`config.mk`:
```
export PLATFORM = sky130hd
export DESIGN_NAME = vnc_dot_check
export DESIGN_NICKNAME = d
export VERILOG_FILES = /design/src/sv/vnc_pkg.sv /design/src/sv/vnc_dot_check.sv
export SDC_FILE = /design/constraint.sdc
export NUM_CORES = 2
export LEC_CHECK = 0
export ABC_CLOCK_PERIOD_IN_PS = 11400
export BUFFER_PORTS_ARGS = -buffer_cell sky130_fd_sc_hd__buf_2
export CAP_MARGIN = 10
export CORE_MARGIN = 8
export CORE_UTILIZATION = 65
export CTS_CLUSTER_SIZE = 16
export DETAILED_ROUTE_END_ITERATION = 10
export PLACE_DENSITY = 0.81
export SLEW_MARGIN = 10
export SYNTH_ARGS = -nofsm -noshare
export SYNTH_HDL_FRONTEND = slang
export SYNTH_SLANG_ARGS = --single-unit
```
`constraint.sdc`:
```
create_clock -name aclk -period 11.4 [get_ports aclk]
set_input_delay 2.28 -clock aclk [delete_from_list [all_inputs] [get_ports aclk]]
set_output_delay 2.28 -clock aclk [all_outputs]
set_load 0.05 [all_outputs]
```
`src/sv/vnc_pkg.sv`:
```
// Shared types and constants for the voxel normal consistency filter.
// No dependencies; imported by vnc_dot_check and the top level.
`default_nettype none

package vnc_pkg;

    localparam int TAG_W  = 16;
    localparam int NORM_W = 16;
    localparam int KEY_W  = 48;
    localparam int SUM_W  = 24;
    localparam int PROD_W = NORM_W + SUM_W;
    localparam int DOT_W  = PROD_W + 2;

    localparam logic signed [SUM_W-1:0] SUM_MAX = {1'b0, {(SUM_W-1){1'b1}}};
    localparam logic signed [SUM_W-1:0] SUM_MIN = {1'b1, {(SUM_W-1){1'b0}}};

    // one buffered point: tag and normal
    typedef struct packed {
        logic        [TAG_W-1:0]  tag;
        logic signed [NORM_W-1:0] nx;
        logic signed [NORM_W-1:0] ny;
        logic signed [NORM_W-1:0] nz;
    } vnc_entry_t;

    // running normal sum of the open group
    typedef struct packed {
        logic signed [SUM_W-1:0] x;
        logic signed [SUM_W-1:0] y;
        logic signed [SUM_W-1:0] z;
    } vnc_sum_t;

    typedef enum logic [1:0] {
        ST_IDLE,
        ST_ADD,
        ST_SCAN,
        ST_FINAL
    } vnc_state_t;

    // saturating add of one normal component to a sum
    function automatic logic signed [SUM_W-1:0] sat_add(
        input logic signed [SUM_W-1:0]  acc,
        input logic signed [NORM_W-1:0] add
    );
        logic signed [SUM_W:0] s;
        s = (SUM_W+1)'(acc) + (SUM_W+1)'(add);
        if (s[SUM_W] != s[SUM_W-1]) begin
            return s[SUM_W] ? SUM_MIN : SUM_MAX;
        end
        return s[SUM_W-1:0];
    endfunction

endpackage

`default_nettype wire

```
`src/sv/vnc_dot_check.sv`:
```
// Dot product of one buffered normal with the group sum, sign test.
// Depends on vnc_pkg (vnc_entry_t, vnc_sum_t, widths).
`default_nettype none

module vnc_dot_check (
    input  wire logic              aclk,
    input  wire logic              aresetn,
    input  wire logic              en,
    input  wire logic              valid_in,
    input  wire vnc_pkg::vnc_entry_t entry_in,
    input  wire vnc_pkg::vnc_sum_t   sum_in,
    output logic                   valid_out,
    output logic [vnc_pkg::TAG_W-1:0] tag_out,
    output logic                   keep
);
    import vnc_pkg::*;

    logic                     valid_reg;
    logic [TAG_W-1:0]         tag_reg;
    logic signed [PROD_W-1:0] px_reg;
    logic signed [PROD_W-1:0] py_reg;
    logic signed [PROD_W-1:0] pz_reg;
    logic signed [DOT_W-1:0]  dot;

    always_ff @(posedge aclk) begin
        if (!aresetn) begin
            valid_reg <= 1'b0;
        end else if (en) begin
            valid_reg <= valid_in;
        end
    end

    // three narrow products side by side, registered before the sum
    always_ff @(posedge aclk) begin
        if (en) begin
            tag_reg <= entry_in.tag;
            px_reg  <= PROD_W'(entry_in.nx) * PROD_W'(sum_in.x);
            py_reg  <= PROD_W'(entry_in.ny) * PROD_W'(sum_in.y);
            pz_reg  <= PROD_W'(entry_in.nz) * PROD_W'(sum_in.z);
        end
    end

    assign dot       = DOT_W'(px_reg) + DOT_W'(py_reg) + DOT_W'(pz_reg);
    assign valid_out = valid_reg;
    assign tag_out   = tag_reg;
    assign keep      = valid_reg && !dot[DOT_W-1];

endmodule

`default_nettype wire

```
# After elaboration in Yosys (flattened, before gate mapping)
# Index checks and enable logic that the tools add are counted.
# op_classes
addsub,2
reduce_logical,2
mul,3
# op_table
operator,n
$mul A16 B24 Y40,3
$add A41 B40 Y42,1
$add A40 B40 Y41,1
$logic_and A1 B1 Y1,1
$logic_not A1 Y1,1
# totals
wordCells,12
output_inout_bits,18
input_bits,140
register_bits,137

# Logic depth before layout (Yosys ltp)
# depth
ltp_word,4
ltp_mapped,25
mapped_depth_nobuf,24

# Worst setup path after synthesis
# Ideal clock, no wire load.
# synth_path
path_kind,input to register
from,in sum_in[38] (netlist name)
to,"reg py_reg[38], data pin"
n_path_buf,1
required_ns,11.142
setup_slack_ns,3.166
arrival_time_ns,7.977
path_stages,23
setup_time_ns,0.258
cell_sequence,clkbuf_1 -> nand2_1 -> fa_1 -> inv_1 -> fa_1 -> inv_1 -> fa_1 -> inv_1 -> fa_1 -> fa_1 -> inv_1 -> fa_1 -> inv_1 -> ha_1 -> a211oi_1 -> nor2_1 -> a211o_1 -> a32o_2 -> a2111oi_4 -> nor4_1 -> or3_1 -> a21oi_2 -> xnor2_1
# synth_between
elab_chain_cells,1
# synth_lines
item,line,rtl
"start, declared",vnc_dot_check.sv:11,"input wire vnc_pkg::vnc_sum_t sum_in,"
$mul A16 B24 Y40,vnc_dot_check.sv:38,py_reg <= PROD_W'(entry_in.ny) * PROD_W'(sum_in.y);
"end signal, assigned",vnc_dot_check.sv:38,
"end, declared",vnc_dot_check.sv:21,logic signed [PROD_W-1:0] py_reg;
# No other way between the ends.
# A chain may end at the register's enable or synchronous reset.

# Final worst setup path
# layout_path
from,in entry_in[33] (netlist name)
to,"reg px_reg[38], data pin"
# layout_between
elab_chain_cells,1
# layout_lines
item,line,rtl
"start, declared",vnc_dot_check.sv:10,"input wire vnc_pkg::vnc_entry_t entry_in,"
$mul A16 B24 Y40,vnc_dot_check.sv:37,px_reg <= PROD_W'(entry_in.nx) * PROD_W'(sum_in.x);
"end signal, assigned",vnc_dot_check.sv:37,
"end, declared",vnc_dot_check.sv:20,logic signed [PROD_W-1:0] px_reg;
# No other way between the ends.

==> results by group <==
STA
  • Max Freq: 118 MHz
  • Final setup vio count: 0
  • Fin. Hold Viols: 0
  • Hold WS: around 0.73 ns
  • Max-slew violations: 0
  • Final Cycle Share: ~74%
  • RSZ-0062 raised after global routing: false
  • Final TNS setup: 0 ns
  • Actual slew at the worst max-slew pin: 0.803 ns
  • Layout Skew: 0 ns
  • Worst slew margin: a little under half
  • Final min period: approximately 8.5 ns

Floorplan
  • Die extent in x: 285 um
  • Number of I/O pins: around 160
  • Initial core utilization: roughly two thirds
  • Die height: 285 um
  • Die area: ~81000 um^2
  • Rows: 98
  • Core Box Area: between 70000 and 80000 um^2

Worst setup path
  • Crit path kind: primary input to flop
  • End of the worst register-to-register path: valid_out$_SDFFE_PN0P_
  • Critical Path Sink Type: flop
  • R2R Setup Slk: approximately 10 ns
  • CP Launch Type: primary input
  • R2R depth: 2
  • RR Startpoint: valid_out$_SDFFE_PN0P_
  • Worst endpoint required time: about 12 ns
  • Crit path max fanout: 24
  • Arr. time, crit path: between 8 and 9 ns

Synthesis
  • Total nets after synthesis: between 6k and 7k
  • Post-Syn Instances: 4931
  • Synth Warn #: 0
  • Library cells used by synthesis: a little under 70
  • Syn_area_per_cell: between 9 and 10 um^2
  • Flops & latches, synth: roughly 140
  • Seq/Total Area, Yosys: 8.75%
  • Post-synth ARST share: 0%
  • Ys flop type: edfxtp_1
  • Number of synthesized flops with an enable pin: 136
  • Post-Syn Area: approximately 47000 um^2

CTS
  • Setup Buffers After CTS: 0
  • Total CTS buffers: 17
  • Clk_lat worst skew: about 0.43 ns
  • Sink Count: ~140
  • Clock-pin slew on the worst setup and hold paths: 0.07 ns
  • Post-CTS resize count: 0
  • Hold Buf Count CTS: 0
  • CTS tree: yes
  • Root Driver: clkbuf_16
  • H-tree levels: 4
  • Max clock buf depth: 2

Worst hold path
  • Hold depth: 2
  • HP Start: valid_out$_SDFFE_PN0P_
  • WHS Endpoint: valid_out$_SDFFE_PN0P_
  • Worst hold path type: flop to flop

GRT
  • Grt total ovfl: 0
  • Largest net degree at the start of global routing: a little under 80
  • Number of global-route vias before repair: between 30k and 40k
  • Initial antenna violation count: 1
  • Total GRT Usage: 27.4%
  • First-pass GRT wire length: approximately 180000 um

Detailed routing
  • Final antenna-violating net count: 0
  • Drt drc: 0
  • Routed WL per cell: 18.1 um
  • Vias: roughly 33k
  • 1st-iter DRT viols: 2252
  • Routed wire length: between 100000 and 150000 um
  • DR vias/cell: about 5.6
  • DRT Pass-1 Iters: 6

Placed design
  • Port Buffer Count: between 150 and 200
  • Post-DP HPWL: ~89000 um
  • Placer Congestion: 0.891

Layout
  • Share of cells above drive strength 1: between 4 and 5%
  • Fillers: 5363
  • Commonest non-fill, non-tap cells in the layout: inv_1, fa_1, nand2_1, and2_1, ha_1
  • Commonest non-fill, non-tap cell in the layout: inv_1
  • Diode count: 0
  • Area delta synth->final: 4.06%
  • Layout Nets: ~6.6k

Flow run
  • Max-cap check violation count: 0

Outcome
  • Outcome: complete, no violations
==> per-layer routing <==
metal  GRT usage [%]  share of wire [%]  wire (um)  vias to the layer above
met1            34.5                 37      39500                    16800
met4            10.8                4.6       4930                        0
met3            3.41                7.3       7750                      354
li1                -                  -          -                    14400
met5               0                  0          0                        -
met2            48.0                 51      54400                     1473
==> stage by stage <==
stage,area [um^2],setup WS [ns],cells,util (%)
detailed placement,48200,2.61,5863,67.5
finish,48800,2.94,5895,68.3
global route,48800,2.67,5895,68.3
floorplan,46900,3.17,4931,-
global placement,48200,2.77,5863,67.5
CTS,48800,3.03,5895,68.3
==> synth_stat cells (25+ instances only) <==
cell type  count  share of area (%)
a21o_1        55               0.88
a21oi_1      102                1.1
edfxtp_1     136                8.7
ha_1         334                8.9
clkbuf_1     176                1.4
fa_1        1161                 50
nand2b_1      27               0.36
o21ai_0       53               0.57
and2_1       451                6.0
xnor2_1       98                1.8
inv_1       1294                 10
nand3_1       25               0.27
nor2_1       103               0.82
nand2_1      695                5.6
xor2_1        29               0.54
==> cell type report <==
cell class | instances | area (um^2) | area share [%]
tap | 950 | 1190 | 2.43
clock buffer | 17 | 425 | 0.871
inverter | 1294 | 4860 | 9.95
sequential | 137 | 4100 | 8.41
multi-input combinational | 3324 | 37300 | 76.4
clock inverter | 15 | 154 | 0.315
timing repair buffer | 158 | 800 | 1.64
==> cell families after synthesis <==
family,Yosys count,share of synthesized area (%)
mux,1,0.0213
xor+xnor,127,2.37
flops,137,8.75
simple gates,1375,14.0
fa+ha+maj,1495,58.4
compound gates,326,4.65
buf+inv,1470,11.8
==> worst max path at each step <==
stage	cells after the start	slack, ns	endpoint	startpoint
2_1_floorplan	23	3.17	py_reg[38]$_DFFE_PP_	sum_in[38]
3_3_place_gp	23	2.77	py_reg[38]$_DFFE_PP_	entry_in[17]
3_5_place_dp	23	2.61	px_reg[38]$_DFFE_PP_	entry_in[33]
4_1_cts	23	3.03	px_reg[38]$_DFFE_PP_	entry_in[33]
5_1_grt	21	2.67	px_reg[39]$_DFFE_PP_	entry_in[47]
6_report	23	2.94	px_reg[38]$_DFFE_PP_	entry_in[33]
==> critical path: stages <==
cell,delay (ns)
buf_2,0.43
nand2_1,0.17
fa_1,0.56
inv_1,0.06
fa_1,0.52
inv_1,0.05
fa_1,0.50
inv_1,0.06
fa_1,0.48
fa_1,0.49
inv_1,0.05
fa_1,0.49
inv_1,0.05
ha_1,0.35
and4_1,0.28
and2_1,0.17
a22o_1,0.18
a21oi_1,0.29
o21ai_2,0.18
a31oi_4,0.27
o31ai_1,0.13
o41ai_1,0.44
xnor2_1,0.12
Power is not shown: default switching activity piles up to over one toggle a cycle in this logic, so the estimate is an artifact.
